`config.mk`:
```
export PLATFORM = sky130hd
export DESIGN_NAME = i2c_adc_channel_reader_core
export DESIGN_NICKNAME = d
export VERILOG_FILES = /design/src/hw/rtl/iacr_pkg.sv /design/src/hw/rtl/iacr_seq.sv /design/src/hw/rtl/i2c_adc_channel_reader_core.sv
export SDC_FILE = /design/constraint.sdc
export NUM_CORES = 1
export LEC_CHECK = 0
export BUFFER_PORTS_ARGS = -buffer_cell sky130_fd_sc_hd__buf_2
export CELL_PAD_IN_SITES_DETAIL_PLACEMENT = 0
export CELL_PAD_IN_SITES_GLOBAL_PLACEMENT = 1
export CORE_MARGIN = 5
export CORE_UTILIZATION = 43
export DETAILED_ROUTE_END_ITERATION = 10
export GPL_TIMING_DRIVEN = 0
export PLACE_DENSITY = 0.78
export SYNTH_ARGS = -nofsm -noshare
export SYNTH_HDL_FRONTEND = slang
export SYNTH_SLANG_ARGS = --single-unit
```
`constraint.sdc`:
```
create_clock -name clock -period 4.3 [get_ports clock]
set_clock_uncertainty 0.1 [all_clocks]
set_input_delay 0.645 -clock clock [delete_from_list [all_inputs] [get_ports clock]]
set_output_delay 0.645 -clock clock [all_outputs]
set_load 0.02 [all_outputs]
```
`src/hw/rtl/iacr_pkg.sv`:
```
package iacr_pkg;

   localparam int SETTLE_BITS_DEF = 16;

   localparam logic [1:0] REG_DEVICE_ADDRESS  = 2'd0;
   localparam logic [1:0] REG_GAIN_MODE_BITS  = 2'd1;
   localparam logic [1:0] REG_CONFIG_LOW_BYTE = 2'd2;
   localparam logic [1:0] REG_SETTLE_TICKS    = 2'd3;

   localparam logic [6:0]  DEVICE_ADDRESS_RST  = 7'd72;
   localparam logic [3:0]  GAIN_MODE_BITS_RST  = 4'd0;
   localparam logic [7:0]  CONFIG_LOW_BYTE_RST = 8'hE3;
   localparam logic [15:0] SETTLE_TICKS_RST    = 16'd250;

   localparam logic [7:0] PTR_CONFIG     = 8'h01;
   localparam logic [7:0] PTR_CONVERSION = 8'h00;
   localparam logic [7:0] CFG_HIGH_BASE  = 8'hC0;

   typedef enum logic [12:0] {
      ST_IDLE      = 13'b0000000000001,
      ST_CFG_START = 13'b0000000000010,
      ST_CFG_WRITE = 13'b0000000000100,
      ST_CFG_STOP  = 13'b0000000001000,
      ST_WAIT1     = 13'b0000000010000,
      ST_PTR_START = 13'b0000000100000,
      ST_PTR_WRITE = 13'b0000001000000,
      ST_PTR_STOP  = 13'b0000010000000,
      ST_WAIT2     = 13'b0000100000000,
      ST_RD_START  = 13'b0001000000000,
      ST_RD_ADDR   = 13'b0010000000000,
      ST_RD_READ   = 13'b0100000000000,
      ST_RD_STOP   = 13'b1000000000000
   } stage_type;

   typedef struct packed {
      logic [6:0]  device_address;
      logic [3:0]  gain_mode_bits;
      logic [7:0]  config_low_byte;
      logic [15:0] settle_ticks;
   } cfg_type;

   typedef struct packed {
      logic       sda_sample;
      logic [1:0] channel;
      logic       start_request;
   } req_type;

   typedef struct packed {
      logic        nack_seen;
      logic [15:0] magnitude;
      logic        done_pulse;
      logic        busy_res;
      logic        sda_release;
      logic        scl_level;
   } rsp_type;

endpackage

```
`src/hw/rtl/iacr_seq.sv`:
```
module iacr_seq #(
   parameter int SETTLE_BITS = iacr_pkg::SETTLE_BITS_DEF
) (
   input  logic              clock,
   input  logic              reset,
   input  logic              accept,
   input  iacr_pkg::req_type req,
   input  iacr_pkg::cfg_type cfg,
   output iacr_pkg::rsp_type res
);
   import iacr_pkg::*;

   stage_type              stage_ff, stage_in;
   logic [1:0]             q_ff, q_in;
   logic [3:0]             bit_ff, bit_in;
   logic [1:0]             byte_ff, byte_in;
   logic [7:0]             shift_ff, shift_in;
   logic [7:0]             high_ff, high_in;
   logic [SETTLE_BITS-1:0] wait_ff, wait_in;
   logic [1:0]             chan_ff, chan_in;
   logic [15:0]            result_ff, result_in;
   logic                   nack_ff, nack_in;

   stage_type              stage_cur, work;
   logic [1:0]             q_eff;
   logic                   last_q;
   logic                   scl, sda, done;
   logic [7:0]             addr_w, tx_byte;
   logic [2:0]             bytes_in, byte_sum;
   logic [SETTLE_BITS-1:0] limit, wc_next;
   logic [15:0]            code;

   assign limit = SETTLE_BITS'({16'd0, cfg.settle_ticks});
   assign addr_w = {cfg.device_address, 1'b0};

   always_comb begin
      unique case (stage_ff)
         ST_CFG_START, ST_CFG_WRITE, ST_CFG_STOP, ST_WAIT1,
         ST_PTR_START, ST_PTR_WRITE, ST_PTR_STOP, ST_WAIT2,
         ST_RD_START, ST_RD_ADDR, ST_RD_READ, ST_RD_STOP: stage_cur = stage_ff;
         default: stage_cur = ST_IDLE;
      endcase

      if (stage_ff == ST_CFG_WRITE) begin
         case (byte_ff)
            2'd0:    tx_byte = addr_w;
            2'd1:    tx_byte = PTR_CONFIG;
            2'd2:    tx_byte = CFG_HIGH_BASE | {2'b00, chan_ff, cfg.gain_mode_bits};
            default: tx_byte = cfg.config_low_byte;
         endcase
         bytes_in = 3'd4;
      end else if (stage_ff == ST_PTR_WRITE) begin
         tx_byte  = (byte_ff == 2'd0) ? addr_w : PTR_CONVERSION;
         bytes_in = 3'd2;
      end else begin
         tx_byte  = addr_w | 8'h01;
         bytes_in = 3'd1;
      end

      stage_in  = stage_cur;
      q_eff     = q_ff;
      bit_in    = bit_ff;
      byte_in   = byte_ff;
      shift_in  = shift_ff;
      high_in   = high_ff;
      wait_in   = wait_ff;
      chan_in   = chan_ff;
      result_in = result_ff;
      nack_in   = nack_ff;
      scl       = 1'b1;
      sda       = 1'b1;
      done      = 1'b0;
      byte_sum  = {1'b0, byte_ff} + 3'd1;
      wc_next   = wait_ff + SETTLE_BITS'(1);
      code      = {high_ff, shift_ff};

      if (stage_cur == ST_IDLE && req.start_request) begin
         chan_in  = req.channel;
         nack_in  = 1'b0;
         q_eff    = 2'd0;
         bit_in   = 4'd0;
         byte_in  = 2'd0;
         stage_in = ST_CFG_START;
      end
      work   = stage_in;
      last_q = (q_eff == 2'd3);

      unique case (work)
         ST_CFG_START, ST_PTR_START, ST_RD_START: begin
            scl = (q_eff != 2'd3);
            sda = !q_eff[1];
            if (last_q) begin
               stage_in = stage_type'(work << 1);
               bit_in   = 4'd0;
               byte_in  = 2'd0;
            end
         end
         ST_CFG_WRITE, ST_PTR_WRITE, ST_RD_ADDR: begin
            scl = q_eff[1];
            if (!bit_ff[3]) begin
               sda = tx_byte[3'd7 - bit_ff[2:0]];
            end else begin
               sda = 1'b1;
               if (last_q && req.sda_sample) begin
                  nack_in = 1'b1;
               end
            end
            if (last_q) begin
               if (!bit_ff[3]) begin
                  bit_in = bit_ff + 4'd1;
               end else begin
                  bit_in = 4'd0;
                  if (byte_sum >= bytes_in) begin
                     byte_in  = 2'd0;
                     stage_in = stage_type'(work << 1);
                  end else begin
                     byte_in = byte_sum[1:0];
                  end
               end
            end
         end
         ST_RD_READ: begin
            scl = q_eff[1];
            if (!bit_ff[3]) begin
               sda = 1'b1;
               if (last_q) begin
                  shift_in = {shift_ff[6:0], req.sda_sample};
               end
            end else begin
               sda = (byte_ff != 2'd0);
            end
            if (last_q) begin
               if (!bit_ff[3]) begin
                  bit_in = bit_ff + 4'd1;
               end else begin
                  bit_in = 4'd0;
                  if (byte_ff == 2'd0) begin
                     high_in = shift_ff;
                     byte_in = 2'd1;
                  end else begin
                     byte_in  = 2'd0;
                     stage_in = ST_RD_STOP;
                  end
               end
            end
         end
         ST_CFG_STOP, ST_PTR_STOP, ST_RD_STOP: begin
            scl = (q_eff != 2'd0);
            sda = q_eff[1];
            if (last_q) begin
               wait_in = '0;
               if (work == ST_CFG_STOP) begin
                  stage_in = (limit == '0) ? ST_PTR_START : ST_WAIT1;
               end else if (work == ST_PTR_STOP) begin
                  stage_in = (limit == '0) ? ST_RD_START : ST_WAIT2;
               end else begin
                  result_in = code[15] ? (~code + 16'd1) : code;
                  done      = 1'b1;
                  stage_in  = ST_IDLE;
               end
            end
         end
         ST_WAIT1, ST_WAIT2: begin
            wait_in = wc_next;
            if (wc_next >= limit || wc_next == '0) begin
               wait_in  = '0;
               stage_in = stage_type'(work << 1);
            end
         end
         default: begin
         end
      endcase

      if (stage_in != ST_IDLE && stage_in != ST_WAIT1 && stage_in != ST_WAIT2) begin
         q_in = q_eff + 2'd1;
      end else begin
         q_in = 2'd0;
      end

      res.scl_level   = scl;
      res.sda_release = sda;
      res.busy_res    = (stage_in != ST_IDLE);
      res.done_pulse  = done;
      res.magnitude   = result_in;
      res.nack_seen   = nack_in;
   end

   always_ff @(posedge clock) begin
      if (reset) begin
         stage_ff  <= ST_IDLE;
         q_ff      <= '0;
         bit_ff    <= '0;
         byte_ff   <= '0;
         shift_ff  <= '0;
         high_ff   <= '0;
         wait_ff   <= '0;
         chan_ff   <= '0;
         result_ff <= '0;
         nack_ff   <= 1'b0;
      end else if (accept) begin
         stage_ff  <= stage_in;
         q_ff      <= q_in;
         bit_ff    <= bit_in;
         byte_ff   <= byte_in;
         shift_ff  <= shift_in;
         high_ff   <= high_in;
         wait_ff   <= wait_in;
         chan_ff   <= chan_in;
         result_ff <= result_in;
         nack_ff   <= nack_in;
      end
   end

endmodule

```
`src/hw/rtl/i2c_adc_channel_reader_core.sv`:
```
// Result: each accepted tick is registered and its result is offered in the next cycle.
// Throughput: one tick per cycle while no result is stalled; the sequencer state advances
// on every accepted tick and the result register frees as soon as its transfer completes.
// Reset (synchronous, active high): sequencer idle, counters and result cleared,
// registers at their defaults (address 72, gain 0, low byte 0xE3, settle 250).
module i2c_adc_channel_reader_core #(
   parameter int SETTLE_BITS = iacr_pkg::SETTLE_BITS_DEF
) (
   input  logic        clock,
   input  logic        reset,
   input  logic        req_tvalid,
   output logic        req_tready,
   input  logic [7:0]  req_tdata,   // start_request, channel[1:0], sda_sample, pad
   output logic        rsp_tvalid,
   input  logic        rsp_tready,
   output logic [23:0] rsp_tdata,   // scl_level, sda_release, busy_res, done_pulse,
                                    // magnitude[15:0], nack_seen, pad
   input  logic        csr_psel,
   input  logic        csr_penable,
   input  logic        csr_pwrite,
   input  logic [3:0]  csr_paddr,
   input  logic [31:0] csr_pwdata,
   output logic [31:0] csr_prdata,
   output logic        csr_pready
);
   import iacr_pkg::*;

   cfg_type cfg_ff;
   logic    csr_wr;
   logic    accept;
   req_type req;
   rsp_type res;
   rsp_type rsp_data_ff;
   logic    rsp_valid_ff, rsp_valid_in;

   assign csr_pready = 1'b1;
   assign csr_wr     = csr_psel && csr_penable && csr_pwrite && csr_pready;

   always_ff @(posedge clock) begin
      if (reset) begin
         cfg_ff.device_address  <= DEVICE_ADDRESS_RST;
         cfg_ff.gain_mode_bits  <= GAIN_MODE_BITS_RST;
         cfg_ff.config_low_byte <= CONFIG_LOW_BYTE_RST;
         cfg_ff.settle_ticks    <= SETTLE_TICKS_RST;
      end else if (csr_wr) begin
         unique case (csr_paddr[3:2])
            REG_DEVICE_ADDRESS:  cfg_ff.device_address  <= csr_pwdata[6:0];
            REG_GAIN_MODE_BITS:  cfg_ff.gain_mode_bits  <= csr_pwdata[3:0];
            REG_CONFIG_LOW_BYTE: cfg_ff.config_low_byte <= csr_pwdata[7:0];
            REG_SETTLE_TICKS:    cfg_ff.settle_ticks    <= csr_pwdata[15:0];
            default: begin
            end
         endcase
      end
   end

   always_comb begin
      unique case (csr_paddr[3:2])
         REG_DEVICE_ADDRESS:  csr_prdata = {25'd0, cfg_ff.device_address};
         REG_GAIN_MODE_BITS:  csr_prdata = {28'd0, cfg_ff.gain_mode_bits};
         REG_CONFIG_LOW_BYTE: csr_prdata = {24'd0, cfg_ff.config_low_byte};
         REG_SETTLE_TICKS:    csr_prdata = {16'd0, cfg_ff.settle_ticks};
         default:             csr_prdata = '0;
      endcase
   end

   assign req_tready = !rsp_valid_ff || rsp_tready;
   assign accept     = req_tvalid && req_tready;
   assign req        = req_type'(req_tdata[3:0]);

   iacr_seq #(
      .SETTLE_BITS(SETTLE_BITS)
   ) u_seq (
      .clock (clock),
      .reset (reset),
      .accept(accept),
      .req   (req),
      .cfg   (cfg_ff),
      .res   (res)
   );

   assign rsp_valid_in = accept || (rsp_valid_ff && !rsp_tready);

   always_ff @(posedge clock) begin
      if (reset) begin
         rsp_valid_ff <= 1'b0;
      end else begin
         rsp_valid_ff <= rsp_valid_in;
      end
   end

   always_ff @(posedge clock) begin
      if (accept) begin
         rsp_data_ff <= res;
      end
   end

   assign rsp_tvalid = rsp_valid_ff;
   assign rsp_tdata  = {3'b000, rsp_data_ff};

   a_accept_gives_result: assert property (@(posedge clock) disable iff (reset)
      accept |=> rsp_valid_ff)
      else $error("accepted tick produced no result");

   a_stall_blocks_input: assert property (@(posedge clock) disable iff (reset)
      (rsp_valid_ff && !rsp_tready) |-> !req_tready)
      else $error("input taken while result stalled");

   a_done_not_busy: assert property (@(posedge clock) disable iff (reset)
      (rsp_valid_ff && rsp_data_ff.done_pulse) |-> !rsp_data_ff.busy_res)
      else $error("completion flagged while still busy");

endmodule

```
After elaboration in Yosys (flattened, before gate mapping)

Index checks and enable logic that the tools add are counted.

Div/mod/pow operators: 0
Eq/ne operators: 36
Reductions and logical operators: 36
Shift operators: 0
Add/sub/neg operators: 6
$mul: 0
$lt $le $gt $ge: 3
Multiplexer cells: 58
Bitwise logic cells: 4

Operators with widths:

| operator                | count |
|---|---|
| $mux W13                | 13 |
| $pmux W32 S4            | 1 |
| $mux W16                | 7 |
| $pmux W13 S5            | 1 |
| $add A16 B1 Y16 const B | 2 |
| $logic_not A16 Y1       | 2 |
| $pmux W16 S2            | 1 |
| $eq A13 B10 Y1 const B  | 2 |
| $eq A13 B11 Y1 const B  | 2 |
| $eq A13 B12 Y1 const B  | 2 |
| $eq A13 B13 Y1 const B  | 2 |
| $eq A13 B2 Y1 const B   | 2 |
| $eq A13 B3 Y1 const B   | 2 |
| $eq A13 B4 Y1 const B   | 2 |
| $eq A13 B5 Y1 const B   | 2 |
| $eq A13 B6 Y1 const B   | 2 |
| $eq A13 B7 Y1 const B   | 2 |
| $eq A13 B8 Y1 const B   | 2 |
| $eq A13 B9 Y1 const B   | 2 |
| $mux W8                 | 3 |
| $pmux W8 S3             | 1 |
| $mux W2                 | 10 |
| $ge A16 B16 Y1          | 1 |
| $mux W4                 | 4 |
| 38 further kinds        | 73 |

Memories: 0
Input bits: 51
Bits in registers: 129
RAM bits: 0
Word-level logic and storage cells: 164
Latch bits: 0
ROM bits: 0
Output and inout port bits: 59

Logic depth before layout (Yosys ltp)

Gate-level depths: netlist of run 1.

Depth after elaboration: 15
Mapped depth: 17
Mapped depth without buffers: 15

Cells and area by module

Synthesis of run 1 repeated with hierarchy kept, for this count alone.

Cells, all modules: 923
Area, all modules: 7,976.4 um^2

Modules (own cells, without submodules):

| module                      | area an instance (um^2) | cells an instance | seq. area each (um^2) | instances |
|---|---|---|---|---|
| iacr_seq                    | 5,451.5                 | 707               | 1,441.4               | 1 |
| i2c_adc_channel_reader_core | 2,524.9                 | 216               | 1,351.3               | 1 |

Least setup slack after synthesis of run 1

No wires, ideal clock.

Path type: register -> register
From: register u_seq.stage_ff[4]
To: register u_seq.shift_ff[7]
Cell stages (with the launch flop): 16
Clock period less this slack: 3,329 ps
Setup time: 128 ps
Path slack: 971 ps
Required time: 4,072 ps
Arrival time: 3,102 ps
Buffers on the path: 2
Cell sequence: dfxtp_1 > buf_2 > nor4_4 > nand3_1 > nor3_2 > nor3_1 > nand2_1 > nand2_1 > inv_1 > ha_1 > clkbuf_1 > clkinv_1 > nor2_1 > nand4_2 > mux2i_1 > nor2_1

Cells in the longest elaborated chain, start to end: 8
Elaborated cells on any way between the ends: 21
Those cells by class: eq/ne (15); mux (3); reduce/logical (3)

Ends and longest elaborated chain:

| item                                           | line                           | RTL |
|---|---|---|
| start, declared                                | iacr_seq.sv:13                 | `stage_type stage_ff, stage_in;` |
| start signal, assigned                         | iacr_seq.sv:201                | `stage_ff <= stage_in;` |
| $eq A13 B2 Y1, or another cell as far along    | iacr_seq.sv:37                 | `unique case (stage_ff)` |
| $reduce_or A12 Y1                              | iacr_seq.sv:37                 |  |
| $mux W13 *                                     | iacr_seq.sv:37                 |  |
| $eq A13 B1 Y1                                  | iacr_seq.sv:77                 | `if (stage_cur == ST_IDLE && req.start_request) begin` |
| $logic_and A1 B1 Y1                            | iacr_seq.sv:77                 |  |
| $mux W13 or $mux W2 (tied branches)            | iacr_seq.sv:77                 |  |
| $eq A13 B12 Y1 or $eq A2 B2 Y1 (tied branches) | iacr_seq.sv:88, iacr_seq.sv:86 |  |
| $reduce_and A4 Y1 (no source line) *           | -                              |  |
| end signal, assigned                           | iacr_seq.sv:205                | `shift_ff <= shift_in;` |
| end, declared                                  | iacr_seq.sv:17                 | `logic [7:0] shift_ff, shift_in;` |

Every way passes the cells marked *; elsewhere a longest branch is shown, timed or not.
A chain may end at the register's enable or synchronous reset.

==> results.py, run 1 <==
metrics = {
    "run_status": {
        "status": "completed",
    },
    "floorplan": {
        "die_x_um": 144,
        "initial_core_util_pct": 43.3,
        "dieArea_mm2": 0.0207,
        "num_rows": 49,
        "core-area_mm2": 0.0178,
        "io_pins": 110,
        "die_h_um": 144,
    },
    "global_route": {
        "grt_max_degree": 31,
        "grt_pass1_vias": 6368,
        "track_usage_pct": 21.7,
        "overflow": 0,
        "grt_first_pass_wirelength_mm": 35.3,
        "antenna_found_initial": 0,
    },
    "final_layout": {
        "final_cell_mix": "nand2_1 (137), dfxtp_1 (108), buf_2 (81)",
        "drive_gt1_share_pct": 16.6,
        "layout_commonest_cell": "nand2_1",
        "nets": 1109,
        "area_growth_pct": 17.0,
        "antennaDiodeCount": 0,
        "final_area_mm2": 0.00900,
        "post-route-util_pct": 50.6,
    },
    "cts": {
        "clk_latency_ns": 0.42,
        "cts.sinks": 129,
        "clockBufferDepth": 2,
        "cts_root_buf": "clkbuf_16",
        "clk_pin_slew_worst_paths_ns": 0.06,
        "htreeDepth": 4,
        "hold_buffers": 0,
        "cts_inserted_buffers": 17,
        "cts_tree": "built",
    },
    "pwr": {
        "cellInternalPower_mw": 2.24,
        "seq_power_share_pct": 42.0,
        "share_comb_of_total_power_pct": 9.9,
        "irDropWorstVdd_v": 0.000271,
        "p_sw_uw": 775,
        "clkPwrFrac_pct": 48.1,
        "p_sw_share_pct": 25.7,
        "powerDensity_mw_per_mm2": 335,
        "leakage_nw": 3.70,
    },
    "sta": {
        "fin_crit_ns": 4.02,
        "fin_crit_sh_pct": 93.4,
        "worst_pin_slew_ns": 1.03,
        "rsz0062_at_grt": "no",
        "fmax_mhz": 249,
        "finalHoldViolCount": 0,
        "relSlewSlack_pct": 31.1,
        "finalMaxSlewViolations": 0,
        "finalSetupViolCount": 0,
    },
    "yosys": {
        "synth_area_mm2": 0.00769,
        "yosys.area.top_type": "dfxtp_1",
        "avgSynthCellArea_um2": 8.31,
        "ys_types": 80,
        "synth-seq-cells": 129,
        "synth-main-ff-cell": "dfxtp_1",
        "ys_seq_area_share_pct": 36.3,
        "synthArstFlopShare_pct": 0,
        "synth_warnings": 0,
        "synth_edf_count": 21,
        "synth.top_cell.area_share_pct": 28.1,
        "ys_top_cells_by_area": "dfxtp_1 (28%), edfxtp_1 (8.2%), nand2_1 (6.7%), a21oi_1 (5.1%), mux2i_1 (4.8%)",
        "synthCells": 926,
    },
    "route": {
        "postRouteAntennaNets": 0,
        "vias": 7014,
        "via_per_inst": 5.52,
        "drtIter0Drc": 556,
        "wl_per_cell_um": 17.6,
        "drcViolationCount": 0,
        "routed_wl_mm": 22.3,
        "first_pass_iters": 7,
    },
    "setup_path": {
        "regToRegSetupSlack_ns": 0.28,
        "crit_arrival_ns": 4.23,
        "setup.worst_path.start_class": "flip-flop",
        "crit_required_ns": 4.51,
        "reg2reg_depth": 13,
        "critPathCaptureType": "flip-flop",
        "critPathKind": "flip-flop to flip-flop",
        "reg2reg_from": "u_seq.stage_ff[9]",
        "crit_fanout": 10,
        "worstReg2RegEnd": "u_seq.q_ff[1]",
    },
    "min_path": {
        "min_path_type": "flip-flop to flip-flop",
        "worstHoldEndpoint": "u_seq.result_ff[9]",
        "holdPathStages": 2,
        "min-delay-start": "u_seq.result_ff[9]",
    },
    "placement": {
        "dpl.hpwl_mm": 16.5,
        "globalplace.congestion": 0.886,
        "placed_cell_area_mm2": 0.00838,
        "port_buffers": 66,
    },
    "flow_run": {
        "drv_cap": 0,
    },
}
==> synth_stat cells (all sizes together), types with 3 or more instances <==
cell       n
a31oi     11
clkbuf    33
o21bai     5
mux2       4
nor4      14
nand2b     5
nor2      64
nor2b     10
a22o       7
dfxtp    108
buf       48
or4        5
xnor2     10
o211ai    13
o2111ai    3
o21ai     46
nor3      22
or3        8
nand2    138
mux4       4
nor3b      5
nand4     16
edfxtp    21
or2        3
inv       33
mux2i     37
a32o       4
nand3     35
and3      11
o31ai      9
and4       6
and3b      5
ha        28
a21o       4
a211oi     8
o221ai     3
and2      10
xor2      19
a21oi     79
==> layout make-up <==
type / count / area, µm²
Inverter: 34 / 129
Clock inverter: 11 / 130
Multi-Input combinational cell: 700 / 4430
Tap cell: 229 / 287
Timing Repair Buffer: 68 / 345
Clock buffer: 20 / 458
Sequential cell: 129 / 2790
Fill cell: 1746 / 8780
Buffer: 80 / 422
==> worst max-delay path by stage <==
stage | startpoint | end | slack, ns | cells after the start
2_1_floorplan | u_seq.stage_ff[4] | u_seq.shift_ff[7] | 0.97 | 15
3_3_place_gp | u_seq.stage_ff[4] | u_seq.shift_ff[7] | -0.14 | 15
3_5_place_dp | u_seq.stage_ff[4] | u_seq.shift_ff[0] | -0.11 | 15
4_1_cts | u_seq.stage_ff[4] | u_seq.shift_ff[7] | 0.02 | 15
5_1_grt | u_seq.stage_ff[9] | u_seq.result_ff[2] | 0.007 | 14
6_report | u_seq.stage_ff[9] | u_seq.q_ff[1] | 0.28 | 13
==> critical path: stages, from the launching register on <==
cell and delay, ns:
dfxtp_1 0.29, buf_2 0.17, nor4_2 0.49, nand4_1 0.27, o211ai_2 0.24, nor3_1 0.14, nand2_1 0.30, nand2_1 0.13
inv_1 0.18, ha_2 0.36, buf_1 0.41, a31oi_1 0.28, and4_1 0.27, a32o_1 0.25
==> kinds of logic (layout without fill, tap and decap cells) <==
family | after synthesis | count (layout) | share of synthesized area (%)
simple gates | 362 | 362 | 24.0
mux | 45 | 45 | 6.57
fa+ha+maj | 28 | 28 | 4.56
xor+xnor | 29 | 29 | 3.30
other cells | 2 | 20 | 0.0976
buf+inv | 115 | 213 | 7.16
flops | 129 | 129 | 36.3
compound gates | 216 | 216 | 18.0
==> metrics by stage <==
stage                     hold slack [ns]  TNS [ns]  setup WS [ns]  instances  total power [mW]
after floorplan                     0.331         0          0.971        944              1.49
after CTS                           0.348         0         0.0188       1270              3.03
after detailed placement            0.346    -0.813         -0.111       1239              1.58
after global placement              0.341     -1.05         -0.136       1239              1.58
after global routing                0.358         0        0.00675       1271              3.12
final                               0.358         0          0.282       1271              3.01
==> what timing repair did <==
item | CTS | global route
pin swaps | 0 | 1
endpoints found under the setup margin | 8 | 72
resized for setup | 1 | 5
setup buffers | 0 | 2
==> metal layers <==
layer  routed length [µm]  share of wire (%)  vias to the layer above  global-route usage (%)
met1                11200                 50                     3314                    32.9
met4                  266                1.2                        0                    5.30
li1                     -                  -                     3491                       -
met2                 9750                 44                      191                    31.7
met3                 1090                4.9                       18                    4.13
met5                    0                  0                        -                       0
==> power groups by stage <==
| stage | Combinational (mW) | Sequential, mW | Clock [mW] |
|---|---|---|---|
| finish | 0.299 | 1.26 | 1.45 |
| CTS | 0.294 | 1.26 | 1.47 |
| global placement | 0.292 | 1.29 | 0 |
| floorplan | 0.187 | 1.30 | 0 |
| global route | 0.324 | 1.27 | 1.53 |
| detailed placement | 0.292 | 1.29 | 0 |
==> registers in the layout (all words and copies together), names as in the netlist, 4 cells and up <==
| name | count |
|---|---|
| rsp_tdata | 21 |
| u_seq.shift_ff | 8 |
| cfg_ff | 35 |
| u_seq.stage_ff | 13 |
| u_seq.bit_ff | 4 |
| u_seq.result_ff | 16 |
| u_seq.high_ff | 8 |
| u_seq.wait_ff | 16 |
Power figures use the tool's default switching activity.
==> inputs of run 2 (changes only) <==
--- a/config.mk
+++ b/config.mk
@@ -8,6 +8,7 @@
 export BUFFER_PORTS_ARGS = -buffer_cell sky130_fd_sc_hd__buf_2
 export CELL_PAD_IN_SITES_DETAIL_PLACEMENT = 0
 export CELL_PAD_IN_SITES_GLOBAL_PLACEMENT = 1
+export CORE_ASPECT_RATIO = 1.4
 export CORE_MARGIN = 5
 export CORE_UTILIZATION = 43
 export DETAILED_ROUTE_END_ITERATION = 10
==> results.py, run 2 (synthesized netlist as in run 1, its figures left out) <==
metrics = {
    "run_status": {
        "status": "completed",
    },
    "placement": {
        "dpl.hpwl_mm": 17.3,
        "port_buffers": 66,
        "globalplace.congestion": 0.871,
        "pre_cts_slack_ns": -0.208,
    },
    "floorplan": {
        "dieArea_mm2": 0.0207,
        "num_rows": 58,
        "die_x_um": 123,
        "core-area_mm2": 0.0178,
        "die_h_um": 168,
        "io_pins": 110,
        "initial_core_util_pct": 43.3,
    },
    "setup_path": {
        "critPathKind": "flip-flop to flip-flop",
        "crit_fanout": 8,
        "crit_required_ns": 4.52,
        "critPathCaptureType": "flip-flop",
        "regToRegSetupSlack_ns": 0.33,
        "setup.worst_path.start_class": "flip-flop",
        "crit_arrival_ns": 4.19,
    },
    "cts": {
        "cts.sinks": 129,
        "hold_buffers": 0,
        "clk_pin_slew_worst_paths_ns": 0.07,
        "cts_inserted_buffers": 17,
        "clockBufferDepth": 2,
        "clk_latency_ns": 0.43,
        "cts_tree": "built",
        "htreeDepth": 4,
        "cts_root_buf": "clkbuf_16",
    },
    "min_path": {
        "min_path_type": "input port to flip-flop",
    },
    "route": {
        "postRouteAntennaNets": 0,
        "first_pass_iters": 4,
        "wl_per_cell_um": 17.8,
        "routed_wl_mm": 22.9,
        "vias": 7049,
        "drcViolationCount": 0,
        "drtIter0Drc": 521,
        "via_per_inst": 5.49,
    },
    "final_layout": {
        "largest-register": "cfg_ff",
        "final_cell_mix": "nand2_1 (137), dfxtp_1 (107), buf_2 (81)",
        "antennaDiodeCount": 0,
        "layout_commonest_cell": "nand2_1",
        "area_growth_pct": 18.1,
        "largest_reg_flops": 35,
        "drive_gt1_share_pct": 17.3,
        "nets": 1111,
    },
    "sta": {
        "finalMaxSlewViolations": 0,
        "relSlewSlack_pct": 24.5,
        "fin_crit_ns": 3.97,
        "fmax_mhz": 252,
        "rsz0062_at_grt": "no",
        "holdWs_ns": 0.353,
        "finalSetupViolCount": 0,
        "worst_pin_slew_ns": 1.13,
        "fin_crit_sh_pct": 92.3,
        "finalHoldViolCount": 0,
        "fin_ws_ns": 0.331,
    },
    "global_route": {
        "grt_max_degree": 31,
        "track_usage_pct": 22.8,
        "grt_pass1_vias": 7017,
        "grt_util_met3_pct": 4.67,
        "met1_usage_pct": 25.8,
        "grt_use_met2_pct": 40.4,
        "busiest_layer": "met2",
        "overflow": 0,
        "antenna_found_initial": 0,
        "grt_first_pass_wirelength_mm": 36.9,
    },
    "pwr": {
        "leakage_nw": 3.73,
        "powerDensity_mw_per_mm2": 340,
        "irDropWorstVdd_v": 0.000281,
    },
    "flow_run": {
        "drv_cap": 0,
    },
}
-- run 2: power breakdown --
group | switching (mW) | internal (mW) | leakage, nW
Combinational | 0.201 | 0.0991 | 2.35
Sequential | 0.0131 | 1.25 | 1.08
Clock | 0.636 | 0.887 | 0.301
-- run 2: final timing paths --
check / cells past startpoint / startpoint / end
worst max-delay path: 14 / u_seq.wait_ff[3] / u_seq.q_ff[0]
worst max register to register: 14 / u_seq.wait_ff[3] / u_seq.q_ff[0]
worst min-delay path: 3 / csr_pwdata[14] / cfg_ff[14]
worst min register to register: 2 / u_seq.result_ff[13] / u_seq.result_ff[13]
-- run 2: layout make-up --
class	instances	area, µm²
fill	1818	8700
multi-input combinational	700	4450
sequential	129	2790
clock buffer	17	425
buffer	80	423
timing repair buffer	70	373
tap	240	300
clock inverter	15	193
inverter	34	129
-- run 2: per-layer routing --
| layer | wire (µm) | part of all wire, % | up-vias |
|---|---|---|---|
| met5 | 0 | 0 | - |
| met3 | 983 | 4.3 | 54 |
| li1 | - | - | 3508 |
| met2 | 12000 | 52 | 162 |
| met1 | 9030 | 39 | 3325 |
| met4 | 875 | 3.8 | 0 |
-- run 2: metrics by stage --
stage / util [%] / TNS, ns / cell area, µm² / std cells / power (mW)
finish: 51.1 / 0 / 9080 / 1285 / 3.09
CTS: 50.8 / 0 / 9030 / 1282 / 3.11
detailed placement: 47.2 / -1.57 / 8390 / 1250 / 1.58
global placement: 47.2 / -1.82 / 8390 / 1250 / 1.58
global route: 51.1 / 0 / 9080 / 1285 / 3.20
floorplan: - / 0 / 7760 / 944 / 1.49
-- run 2: timing repair --
action,in CTS,in global routing
setup endpoints to repair,11,79
pin swaps,1,2
resized for setup,4,5
buffers inserted,0,4
-- run 2: worst max-delay path, cell delays in order, from the launching register on --
cell	delay, ns
dfxtp_1	0.30
buf_2	0.17
and4_1	0.20
clkbuf_1	0.25
nand3_1	0.28
nor2_1	0.20
xor2_1	0.23
ha_1	0.31
a21oi_1	0.23
nand3_1	0.14
a311oi_1	0.27
o21ai_1	0.28
o32ai_1	0.38
o221ai_1	0.26
a32o_1	0.27
==> inputs of run 3 (changes only) <==
--- a/config.mk
+++ b/config.mk
@@ -9,7 +9,6 @@
 export CELL_PAD_IN_SITES_DETAIL_PLACEMENT = 0
 export CELL_PAD_IN_SITES_GLOBAL_PLACEMENT = 1
 export CORE_ASPECT_RATIO = 1.4
-export CORE_MARGIN = 5
 export CORE_UTILIZATION = 43
 export DETAILED_ROUTE_END_ITERATION = 10
 export GPL_TIMING_DRIVEN = 0
==> results.py, run 3 (synthesized netlist as in run 1, its figures left out) <==
metrics = {
    "sta": {
        "finalHoldViolCount": 0,
        "fin_crit_ns": 4.00,
        "finalSetupViolCount": 0,
        "relSlewSlack_pct": 22.5,
        "worst_pin_slew_ns": 1.16,
        "finalMaxSlewViolations": 0,
        "fmax_mhz": 250,
        "rsz0062_at_grt": "no",
        "fin_crit_sh_pct": 93.1,
    },
    "setup_path": {
        "critPathCaptureType": "flip-flop",
        "critPathKind": "flip-flop to flip-flop",
        "setup.worst_path.start_class": "flip-flop",
        "crit_fanout": 10,
        "crit_required_ns": 4.49,
        "crit_arrival_ns": 4.20,
    },
    "floorplan": {
        "dieArea_mm2": 0.0184,
        "die_x_um": 115,
        "die_h_um": 160,
        "io_pins": 110,
        "num_rows": 57,
        "initial_core_util_pct": 44.2,
        "core-area_mm2": 0.0174,
    },
    "route": {
        "postRouteAntennaNets": 0,
        "first_pass_iters": 5,
        "routed_wl_mm": 22.5,
        "drcViolationCount": 0,
        "drtIter0Drc": 432,
        "via_per_inst": 5.46,
        "wl_per_cell_um": 17.6,
        "vias": 6979,
    },
    "pwr": {
        "leakage_nw": 3.69,
        "irDropWorstVdd_v": 0.000248,
        "power_mw": 2.97,
        "powerDensity_mw_per_mm2": 330,
    },
    "cts": {
        "cts_root_buf": "clkbuf_16",
        "clockBufferDepth": 2,
        "hold_buffers": 0,
        "cts_inserted_buffers": 17,
        "cts.sinks": 129,
        "clk_pin_slew_worst_paths_ns": 0.06,
        "clk_latency_ns": 0.42,
        "cts_tree": "built",
        "htreeDepth": 4,
    },
    "final_layout": {
        "drive_gt1_share_pct": 17.3,
        "layout_commonest_cell": "nand2_1",
        "regArea_mm2": 0.00279,
        "antennaDiodeCount": 0,
        "area_growth_pct": 17.2,
        "nets": 1109,
        "final_cell_mix": "nand2_1 (137), dfxtp_1 (107), buf_2 (82)",
        "fillCellCount": 1785,
        "multiInputGateArea_mm2": 0.00445,
        "largest_reg_flops": 35,
        "largest-register": "cfg_ff",
        "post-route-util_pct": 51.8,
    },
    "global_route": {
        "track_usage_pct": 25.4,
        "grt_first_pass_wirelength_mm": 35.7,
        "grt_max_degree": 31,
        "grt_pass1_vias": 6820,
        "antenna_found_initial": 0,
        "overflow": 0,
    },
    "placement": {
        "globalplace.congestion": 0.887,
        "port_buffers": 66,
        "dpl.hpwl_mm": 16.9,
    },
    "min_path": {
        "min_path_type": "flip-flop to flip-flop",
    },
    "run_status": {
        "status": "completed",
    },
    "flow_run": {
        "drv_cap": 0,
    },
}
==> run 3: changes by cell type in the layout (fill, tap and decap cells not counted), moves of 2 or more <==
cell / delta
inv_8: -5
nor2_2: +2
clkinv_2: +2
clkbuf_16: +2
bufinv_16: -2
nor2_1: -2
==> run 3: path summary, 6_finish.rpt <==
| path | from | endpoint | slack [ns] | depth (start not counted) |
|---|---|---|---|---|
| setup / recovery | u_seq.stage_ff[9] | u_seq.stage_ff[10] | 0.30 | 14 |
| hold reg to reg | u_seq.result_ff[7] | u_seq.result_ff[7] | 0.35 | 2 |
| setup reg to reg | u_seq.stage_ff[9] | u_seq.stage_ff[10] | 0.30 | 14 |
| hold / removal | u_seq.result_ff[7] | u_seq.result_ff[7] | 0.35 | 2 |
==> run 3: timing repair <==
action	in CTS	in global routing
setup buffers	0	2
gates resized for setup	3	9
gates cloned	0	0
pin swaps	0	1
setup endpoints to repair	11	67
==> run 3: worst max-delay path: stages (launching register included) <==
cell and delay (ns):
dfxtp_1 0.29, buf_2 0.18, nor4_2 0.50, nand4_1 0.32, o211ai_2 0.26, nor3_1 0.14, nand2_1 0.31, nand2_1 0.13
inv_1 0.17, ha_2 0.34, nand2_1 0.17, nor2_1 0.35, mux2_2 0.38, a21oi_1 0.13, a21oi_1 0.08
==> run 3: per-stage QoR <==
step	std cells	setup slack [ns]	hold WS [ns]	cell area, µm²	setup TNS (ns)
floorplan	944	0.971	0.331	7760	0
global placement	1246	-0.231	0.342	8380	-1.77
detailed placement	1246	-0.220	0.347	8390	-1.67
CTS	1278	0.00785	0.344	8970	0
global route	1279	0.0518	0.343	9010	0
finish	1279	0.298	0.355	9010	0
==> run 3: routing by layer <==
metal / GRT usage (%) / routed length (µm) / vias to the layer above
met5: 0 / 0 / -
met3: 4.86 / 793 / 54
li1: - / - / 3489
met4: 12.6 / 873 / 0
met2: 44.6 / 11600 / 151
met1: 28.9 / 9220 / 3285
==> run 3: cell type report <==
type	instances	area share, %
Clock buffer	20	5.32
Multi-Input combinational cell	700	49.4
Inverter	34	1.43
Clock inverter	12	1.05
Timing Repair Buffer	68	3.83
Sequential cell	129	31.0
Tap cell	236	3.28
Buffer	80	4.69
==> run 3: power by group <==
| group | switching, mW | total (mW) | internal, mW |
|---|---|---|---|
| clock network | 0.593 | 1.41 | 0.816 |
| registers | 0.0126 | 1.26 | 1.25 |
| logic | 0.202 | 0.300 | 0.0984 |
| total | 0.808 | 2.97 | 2.16 |
